[config.mk]
export PLATFORM = sky130hd
export DESIGN_NAME = vwap_accumulator
export DESIGN_NICKNAME = d
export VERILOG_FILES = /design/src/vwap_pkg.sv /design/src/vwap_front.sv /design/src/vwap_fifo.sv /design/src/vwap_div.sv /design/src/vwap_back.sv /design/src/vwap_accumulator.sv
export SDC_FILE = /design/constraint.sdc
export NUM_CORES = 2
export LEC_CHECK = 0
export ABC_CLOCK_PERIOD_IN_PS = 10300
export BUFFER_PORTS_ARGS = -buffer_cell sky130_fd_sc_hd__buf_2
export CORE_ASPECT_RATIO = 2
export CORE_MARGIN = 3
export CORE_UTILIZATION = 50
export CTS_BUF_LIST = sky130_fd_sc_hd__clkbuf_4 sky130_fd_sc_hd__clkbuf_8
export CTS_CLUSTER_SIZE = 24
export DETAILED_ROUTE_END_ITERATION = 16
export HOLD_SLACK_MARGIN = 0.1
export PLACE_DENSITY = 0.66
export SYNTH_ARGS = -nofsm -noshare
export SYNTH_HDL_FRONTEND = slang
export SYNTH_HIERARCHICAL = 1
export SYNTH_SLANG_ARGS = --single-unit
[constraint.sdc]
create_clock -name clk -period 10.3 [get_ports clk]
set_input_delay 3.09 -clock clk [delete_from_list [all_inputs] [get_ports clk]]
set_output_delay 3.09 -clock clk [all_outputs]
set_load 0.01 [all_outputs]
[src/vwap_pkg.sv]
// ----------------------------------------------------------------------------
// vwap_pkg
// Shared widths, status codes and the queue entry type of the volume-weighted
// average price accumulator.
// ----------------------------------------------------------------------------
package vwap_pkg;

	localparam int PRICE_W  = 24;
	localparam int QTY_W    = 24;
	localparam int PROD_W   = PRICE_W + QTY_W;
	localparam int WSUM_W   = 64;
	localparam int AVG_W    = 39;
	localparam int STATUS_W = 2;
	localparam int QDEPTH   = 4;
	localparam int QPTR_W   = $clog2(QDEPTH);

	localparam logic [STATUS_W-1:0] ST_OK       = 2'd0;
	localparam logic [STATUS_W-1:0] ST_INVALID  = 2'd1;
	localparam logic [STATUS_W-1:0] ST_OVERFLOW = 2'd2;

	// One classified trade as it travels from the front to the back.
	typedef struct packed {
		logic [PROD_W-1:0] prod;
		logic [QTY_W-1:0]  qty;
		logic              invalid;
		logic              last;
	} item_t;

endpackage

[src/vwap_front.sv]
// ----------------------------------------------------------------------------
// vwap_front
// Accepts trade requests, checks price and quantity, and registers the
// price-quantity product for the back end.
// ----------------------------------------------------------------------------
module vwap_front #(
	parameter int PRICE_BITS = 24
) (
	input  logic                          clk,
	input  logic                          arst_n,
	input  logic                          s_tvalid,
	output logic                          s_tready,
	input  logic [vwap_pkg::PRICE_W-1:0]  price,
	input  logic [vwap_pkg::QTY_W-1:0]    quantity,
	input  logic                          s_tlast,
	output logic                          item_valid,
	input  logic                          item_ready,
	output vwap_pkg::item_t               item
);
	import vwap_pkg::*;

	// Price bits that take part; a field narrower than PRICE_BITS has no sign.
	localparam int PB = (PRICE_BITS < PRICE_W) ? PRICE_BITS : PRICE_W;
	localparam bit HAS_SIGN = (PRICE_BITS <= PRICE_W);

	logic [PRICE_W-1:0] price_mask;
	logic [PRICE_W-1:0] price_m;
	logic               neg;
	logic               valid_s1;
	item_t              item_s1;
	logic               take;

	assign price_mask = {PRICE_W{1'b1}} >> (PRICE_W - PB);
	assign price_m    = price & price_mask;
	assign neg        = HAS_SIGN & price[PB-1];

	assign s_tready = !valid_s1 || item_ready;
	assign take     = s_tvalid && s_tready;

	always_ff @(posedge clk or negedge arst_n) begin
		if (!arst_n) begin
			valid_s1 <= 1'b0;
		end else if (take) begin
			valid_s1 <= 1'b1;
		end else if (item_ready) begin
			valid_s1 <= 1'b0;
		end
	end

	always_ff @(posedge clk) begin
		if (take) begin
			item_s1.prod    <= PROD_W'(price_m) * PROD_W'(quantity);
			item_s1.qty     <= quantity;
			item_s1.invalid <= neg || (price_m == '0) || (quantity == '0);
			item_s1.last    <= s_tlast;
		end
	end

	assign item_valid = valid_s1;
	assign item       = item_s1;

endmodule

[src/vwap_fifo.sv]
// ----------------------------------------------------------------------------
// vwap_fifo
// Short queue of classified trades between the front and the back end.
// ----------------------------------------------------------------------------
module vwap_fifo (
	input  logic            clk,
	input  logic            arst_n,
	input  logic            in_valid,
	output logic            in_ready,
	input  vwap_pkg::item_t in_item,
	output logic            out_valid,
	input  logic            out_ready,
	output vwap_pkg::item_t out_item
);
	import vwap_pkg::*;

	item_t             mem [QDEPTH];
	logic [QPTR_W-1:0] wr_q;
	logic [QPTR_W-1:0] rd_q;
	logic [QPTR_W:0]   cnt_q;
	logic              push;
	logic              pop;

	assign in_ready  = cnt_q != (QPTR_W+1)'(QDEPTH);
	assign out_valid = cnt_q != '0;
	assign push      = in_valid && in_ready;
	assign pop       = out_valid && out_ready;
	assign out_item  = mem[rd_q];

	always_ff @(posedge clk or negedge arst_n) begin
		if (!arst_n) begin
			wr_q  <= '0;
			rd_q  <= '0;
			cnt_q <= '0;
		end else begin
			if (push) begin
				wr_q <= wr_q + 1'b1;
			end
			if (pop) begin
				rd_q <= rd_q + 1'b1;
			end
			if (push && !pop) begin
				cnt_q <= cnt_q + 1'b1;
			end else if (pop && !push) begin
				cnt_q <= cnt_q - 1'b1;
			end
		end
	end

	always_ff @(posedge clk) begin
		if (push) begin
			mem[wr_q] <= in_item;
		end
	end

endmodule

[src/vwap_div.sv]
// ----------------------------------------------------------------------------
// vwap_div
// Restoring divider: (num << FRAC_BITS) / den, one quotient bit per cycle,
// saturated to the average width.
// ----------------------------------------------------------------------------
module vwap_div #(
	parameter int FRAC_BITS    = 16,
	parameter int QTY_SUM_BITS = 40
) (
	input  logic                         clk,
	input  logic                         arst_n,
	input  logic                         start,
	input  logic [vwap_pkg::WSUM_W-1:0]  num,
	input  logic [QTY_SUM_BITS-1:0]      den,
	output logic                         done,
	output logic [vwap_pkg::AVG_W-1:0]   quot
);
	import vwap_pkg::*;

	localparam int NW    = WSUM_W + FRAC_BITS;
	localparam int HI_W  = NW - AVG_W;
	localparam int CMP_W = (HI_W > QTY_SUM_BITS) ? HI_W : QTY_SUM_BITS;
	localparam int CNT_W = $clog2(AVG_W + 1);

	logic [NW-1:0]           n_full;
	logic [HI_W-1:0]         n_hi;
	logic [CMP_W-1:0]        n_hi_w;
	logic                    sat;
	logic [QTY_SUM_BITS-1:0] den_q;
	logic [QTY_SUM_BITS-1:0] rem_q;
	logic [AVG_W-1:0]        sh_q;
	logic [CNT_W-1:0]        cnt_q;
	logic                    busy_q;
	logic                    done_q;
	logic [QTY_SUM_BITS:0]   r2;
	logic [QTY_SUM_BITS:0]   r2_sub;
	logic                    ge;

	assign n_full = NW'(num) << FRAC_BITS;
	assign n_hi   = n_full[NW-1:AVG_W];
	assign n_hi_w = CMP_W'(n_hi);
	// The quotient fits only if the upper part of the dividend is below den.
	assign sat    = n_hi_w >= CMP_W'(den);

	assign r2     = {rem_q, sh_q[AVG_W-1]};
	assign r2_sub = r2 - {1'b0, den_q};
	assign ge     = r2 >= {1'b0, den_q};

	always_ff @(posedge clk or negedge arst_n) begin
		if (!arst_n) begin
			busy_q <= 1'b0;
			done_q <= 1'b0;
			cnt_q  <= '0;
		end else if (start) begin
			busy_q <= !sat;
			done_q <= sat;
			cnt_q  <= CNT_W'(AVG_W);
		end else if (busy_q) begin
			cnt_q <= cnt_q - 1'b1;
			if (cnt_q == CNT_W'(1)) begin
				busy_q <= 1'b0;
				done_q <= 1'b1;
			end
		end
	end

	always_ff @(posedge clk) begin
		if (start) begin
			den_q <= den;
			rem_q <= n_hi_w[QTY_SUM_BITS-1:0] & {QTY_SUM_BITS{!sat}};
			sh_q  <= sat ? {AVG_W{1'b1}} : n_full[AVG_W-1:0];
		end else if (busy_q) begin
			rem_q <= ge ? r2_sub[QTY_SUM_BITS-1:0] : r2[QTY_SUM_BITS-1:0];
			sh_q  <= {sh_q[AVG_W-2:0], ge};
		end
	end

	assign done = done_q;
	assign quot = sh_q;

endmodule

[src/vwap_back.sv]
// ----------------------------------------------------------------------------
// vwap_back
// Accumulates weighted and quantity sums with sticky status, divides at the
// end of a run and holds the result in the output register.
// ----------------------------------------------------------------------------
module vwap_back #(
	parameter int FRAC_BITS    = 16,
	parameter int QTY_SUM_BITS = 40
) (
	input  logic                           clk,
	input  logic                           arst_n,
	input  logic                           item_valid,
	output logic                           item_ready,
	input  vwap_pkg::item_t                item,
	output logic                           m_tvalid,
	input  logic                           m_tready,
	output logic [vwap_pkg::AVG_W-1:0]     average_price,
	output logic [vwap_pkg::STATUS_W-1:0]  status
);
	import vwap_pkg::*;

	localparam logic [1:0] S_ACC   = 2'd0;
	localparam logic [1:0] S_CHECK = 2'd1;
	localparam logic [1:0] S_DIV   = 2'd2;

	logic [1:0]              state_q;
	logic [WSUM_W-1:0]       ws_q;
	logic [QTY_SUM_BITS-1:0] qs_q;
	logic [STATUS_W-1:0]     run_q;
	logic                    valid_q;
	logic [AVG_W-1:0]        avg_q;
	logic [STATUS_W-1:0]     status_q;
	logic [WSUM_W:0]         ws_add;
	logic [QTY_SUM_BITS:0]   qs_add;
	logic                    pop;
	logic                    out_free;
	logic                    run_bad;
	logic                    div_start;
	logic                    div_done;
	logic [AVG_W-1:0]        div_quot;
	logic                    emit_bad;
	logic                    emit_div;

	assign ws_add     = {1'b0, ws_q} + (WSUM_W+1)'(item.prod);
	assign qs_add     = {1'b0, qs_q} + (QTY_SUM_BITS+1)'(item.qty);
	assign item_ready = state_q == S_ACC;
	assign pop        = item_valid && item_ready;
	assign out_free   = !valid_q || m_tready;
	assign run_bad    = (run_q != ST_OK) || (qs_q == '0);
	assign div_start  = (state_q == S_CHECK) && !run_bad;
	assign emit_bad   = (state_q == S_CHECK) && run_bad && out_free;
	assign emit_div   = (state_q == S_DIV) && div_done && out_free;

	vwap_div #(
		.FRAC_BITS    (FRAC_BITS),
		.QTY_SUM_BITS (QTY_SUM_BITS)
	) u_div (
		.clk    (clk),
		.arst_n (arst_n),
		.start  (div_start),
		.num    (ws_q),
		.den    (qs_q),
		.done   (div_done),
		.quot   (div_quot)
	);

	always_ff @(posedge clk or negedge arst_n) begin
		if (!arst_n) begin
			state_q <= S_ACC;
			ws_q    <= '0;
			qs_q    <= '0;
			run_q   <= ST_OK;
			valid_q <= 1'b0;
		end else begin
			if (emit_bad || emit_div) begin
				valid_q <= 1'b1;
			end else if (valid_q && m_tready) begin
				valid_q <= 1'b0;
			end
			case (state_q)
				S_ACC: begin
					if (pop) begin
						if (run_q == ST_OK) begin
							if (item.invalid) begin
								run_q <= ST_INVALID;
							end else if (ws_add[WSUM_W] || qs_add[QTY_SUM_BITS]) begin
								run_q <= ST_OVERFLOW;
							end else begin
								ws_q <= ws_add[WSUM_W-1:0];
								qs_q <= qs_add[QTY_SUM_BITS-1:0];
							end
						end
						if (item.last) begin
							state_q <= S_CHECK;
						end
					end
				end
				S_CHECK: begin
					if (!run_bad) begin
						state_q <= S_DIV;
					end else if (out_free) begin
						ws_q    <= '0;
						qs_q    <= '0;
						run_q   <= ST_OK;
						state_q <= S_ACC;
					end
				end
				S_DIV: begin
					if (div_done && out_free) begin
						ws_q    <= '0;
						qs_q    <= '0;
						run_q   <= ST_OK;
						state_q <= S_ACC;
					end
				end
				default: begin
					state_q <= S_ACC;
				end
			endcase
		end
	end

	always_ff @(posedge clk) begin
		if (emit_bad) begin
			avg_q    <= '0;
			status_q <= (run_q != ST_OK) ? run_q : ST_INVALID;
		end else if (emit_div) begin
			avg_q    <= div_quot;
			status_q <= ST_OK;
		end
	end

	assign m_tvalid      = valid_q;
	assign average_price = avg_q;
	assign status        = status_q;

endmodule

[src/vwap_accumulator.sv]
// ----------------------------------------------------------------------------
// vwap_accumulator
// Volume-weighted average price over runs of trades, with sticky status.
// ----------------------------------------------------------------------------
//  channel   direction  carries
//  s_*       in         one trade: price, quantity, tlast marks the run end
//  m_*       out        one result per run: average price, status in tuser
//
// The front takes one trade request per cycle while its stage register can
// move on; the multiply sits in its stage register and a four-entry queue
// feeds the back end. The back end accumulates one trade per cycle in its
// accumulate state. After the last trade of a run it passes through a check
// state, the bit-serial divider and the load of the output register, which
// waits for a free output. A run with a bad status reports from its check state.
// While the divider runs, the queue keeps taking trades until it fills.
// Reset clears the sums, the status, the queue and the output valid.
module vwap_accumulator #(
	parameter int FRAC_BITS    = 16,
	parameter int PRICE_BITS   = 24,
	parameter int QTY_SUM_BITS = 40
) (
	input  logic        clk,
	input  logic        arst_n,
	input  logic        s_tvalid,
	output logic        s_tready,
	input  logic [47:0] s_tdata,   // [23:0] price, [47:24] quantity
	input  logic        s_tlast,
	output logic        m_tvalid,
	input  logic        m_tready,
	output logic [39:0] m_tdata,   // [38:0] average_price, [39] zero
	output logic [1:0]  m_tuser    // [1:0] status
);
	import vwap_pkg::*;

	item_t            front_item;
	logic             front_valid;
	logic             front_ready;
	item_t            queue_item;
	logic             queue_valid;
	logic             queue_ready;
	logic [AVG_W-1:0] avg;

	vwap_front #(
		.PRICE_BITS (PRICE_BITS)
	) u_front (
		.clk        (clk),
		.arst_n     (arst_n),
		.s_tvalid   (s_tvalid),
		.s_tready   (s_tready),
		.price      (s_tdata[PRICE_W-1:0]),
		.quantity   (s_tdata[PRICE_W+QTY_W-1:PRICE_W]),
		.s_tlast    (s_tlast),
		.item_valid (front_valid),
		.item_ready (front_ready),
		.item       (front_item)
	);

	vwap_fifo u_fifo (
		.clk       (clk),
		.arst_n    (arst_n),
		.in_valid  (front_valid),
		.in_ready  (front_ready),
		.in_item   (front_item),
		.out_valid (queue_valid),
		.out_ready (queue_ready),
		.out_item  (queue_item)
	);

	vwap_back #(
		.FRAC_BITS    (FRAC_BITS),
		.QTY_SUM_BITS (QTY_SUM_BITS)
	) u_back (
		.clk           (clk),
		.arst_n        (arst_n),
		.item_valid    (queue_valid),
		.item_ready    (queue_ready),
		.item          (queue_item),
		.m_tvalid      (m_tvalid),
		.m_tready      (m_tready),
		.average_price (avg),
		.status        (m_tuser)
	);

	assign m_tdata = {1'b0, avg};

endmodule

==> impl_metrics.env <==
export IMPL_grt_usage=0.258
export IMPL_ys_warn_count=6
export IMPL_coreArea_um2=102000
export IMPL_startpoint_type="input pin"
export IMPL_hold_path_class="register to register"
export IMPL_clk_path_buf_depth=3
export IMPL_setup_viol=0
export IMPL_cts_tree="built"
export IMPL_yosysTopAreaCell="edfxtp_1"
export IMPL_cts_sinks=655
export IMPL_layout_drive_gt1_share=0.0943
export IMPL_drv_cap=0
export IMPL_numCtsBuffers=92
export IMPL_synth_nets=5678
export IMPL_ys_top_cells_by_area="edfxtp_1 (29%), fa_1 (19%), ha_1 (8.2%)"
export IMPL_io_pin_count=97
export IMPL_dieArea_um2=107000
export IMPL_cts_resized=0
export IMPL_finalNetCount=5721
export IMPL_tightest_slew_ps=1160
export IMPL_final_common_cell="inv_1"
export IMPL_avgSynthCellArea_um2=10.8
export IMPL_drt_pass1_iter_count=6
export IMPL_synth_edf_count=491
export IMPL_antenna_found_initial=3
export IMPL_dr_total_vias=36000
export IMPL_ys_ff_latch=655
export IMPL_grt_pass1_vias=39300
export IMPL_grt_pass1_wl_um=214000
export IMPL_final_cell_mix="inv_1 (689), nand2_1 (575), edfxtp_1 (491), fa_1 (486), ha_1 (336)"
export IMPL_place_hpwl_um=104000
export IMPL_wire_per_inst_um=21.7
export IMPL_place_gp_congestion=0.930
export IMPL_rsz0062_at_grt="false"
export IMPL_area_growth_syn_to_layout_pct=7.33
export IMPL_synth_top_area_frac=0.285
export IMPL_fp_dieH_um=461
export IMPL_clk_pin_slew_worst_paths_ps=70
export IMPL_drt_iter0_markers=2210
export IMPL_die_w_um=233
export IMPL_synth_seq_area_share=0.361
export IMPL_cts_setup_buffers=0
export IMPL_crit_path_end_kind="register"
export IMPL_hold_viol_final=0
export IMPL_async_flop_share=0.191
export IMPL_grt_max_degree=150
export IMPL_cp_data_arrival_time_ps=9890
export IMPL_clk_insertion_delay_late_ps=740
export IMPL_slew_limit_headroom=0.226
export IMPL_cp_max_fo=26
export IMPL_holdBufCountCts=0
export IMPL_min_period_ps=9440
export IMPL_fin_tns_setup_ps=0
export IMPL_ant_nets=0
export IMPL_required_ps=10750
export IMPL_wl_um=136000
export IMPL_critPathKind="input pin to register"
export IMPL_syn_instance_count=4802
export IMPL_fin_crit_sh=0.916
export IMPL_synth_distinct_cells=101
export IMPL_cts_root_buf="clkbuf_8"
export IMPL_rows=166
export IMPL_overflow=0
export IMPL_status="finished clean"
export IMPL_cts_htree_levels=3
export IMPL_netlist_area_um2=51700
export IMPL_ys_flop_type="edfxtp_1"
export IMPL_start_util=0.505
export IMPL_slew_violations=0
export IMPL_vias_per_cell=5.75
export IMPL_fin_skew_ps=40.2
export IMPL_fmax_ghz=0.106
export IMPL_drc=0
export IMPL_io_buffers=95
export IMPL_r2r_setup_slack_ps=3900
-- registers in the layout, summed over array words and instances, names as in the netlist, 2 cells and up --
register and flops:
u_back/average_price 39, u_fifo/wr_q 2, u_back/state_q 2, u_fifo/rd_q 2
u_back/status 2, u_back/u_div/quot 39, u_back/run_q 2, u_back/ws_q 64
u_back/u_div/den_q 40, u_front/item 74, u_back/qs_q 40, u_back/u_div/cnt_q 6
u_fifo/mem 296, u_back/u_div/rem_q 40, u_fifo/cnt_q 3
-- worst paths after layout --
check / from / end / cells past startpoint
setup / recovery: s_tdata[32] / u_front/item[65] / 23
hold / removal: u_back/average_price[9] / u_back/average_price[9] / 2
setup reg to reg: u_fifo/rd_q[0] / u_back/qs_q[35] / 14
hold reg to reg: u_back/average_price[9] / u_back/average_price[9] / 2
max in group asynchronous: arst_n / u_back/ws_q[5] / 3
min in group asynchronous: arst_n / u_back/qs_q[19] / 1
-- per-stage QoR --
step | cell area [µm²] | hold slack [ps] | worst slack, ps | cells | util
5_1_grt | 55500 | 478 | 617 | 6266 | 0.542
6_report | 55500 | 450 | 860 | 6266 | 0.542
4_1_cts | 55500 | 454 | 971 | 6265 | 0.542
2_1_floorplan | 51700 | 445 | 912 | 4802 | -
3_3_place_gp | 53400 | 442 | 263 | 6095 | 0.522
3_5_place_dp | 53400 | 444 | 151 | 6095 | 0.522
-- final cells by class --
type,count,area (µm²)
clock inverters,41,423
diodes,1,2.50
fillers,8914,46900
clock buffers,129,1590
well taps,1344,1680
flip-flops and latches,655,18700
inverters,689,2590
repair buffers,182,1170
multi-input cells,3225,29300
-- kinds of logic after synthesis --
| family | synth area share |
|---|---|
| AOI/OAI and AO/OA | 0.107 |
| xor gates and xnor gates | 0.0251 |
| adders and majority gates | 0.270 |
| buffers and inverters | 0.0723 |
| DFF | 0.361 |
| muxes | 0.0333 |
| other | 0.0000726 |
| and+or+nand+nor | 0.132 |
-- cell usage after synthesis, types with 23 or more instances --
cell / count
fa_1: 486
ha_1: 337
clkbuf_1: 169
a21oi_1: 217
edfxtp_1: 491
nand4_1: 50
nand2b_1: 25
buf_2: 36
o21ai_0: 110
nor4_1: 36
nand3_1: 53
nor2_1: 159
o21bai_1: 23
and2_1: 328
a221o_1: 48
xor2_1: 61
mux4_2: 74
nor3_1: 36
o31ai_1: 72
nand2_1: 575
dfxtp_1: 39
inv_1: 689
a21o_1: 89
o22a_1: 24
dfrtp_1: 125
xnor2_1: 87
-- per-layer routing --
layer	global-route usage	routed length [µm]
met5	0	13
met4	0.168	10200
met3	0.0297	5140
met2	0.486	73700
met1	0.265	46700
-- critical path, stage by stage --
cell and delay (ps):
buf_2 470, and2_1 240, fa_1 460, fa_1 510, inv_1 50, fa_1 450
fa_1 520, inv_1 60, fa_1 490, fa_1 500, inv_1 50, fa_1 490
inv_1 50, ha_1 300, a211oi_2 300, o211ai_1 220, a221oi_1 360, buf_4 170
o211ai_1 100, o221ai_1 400, and2_1 300, a21oi_1 110, xor2_1 170
Power is not shown: default switching activity piles up to over one toggle a cycle in this logic, so the estimate is an artifact.
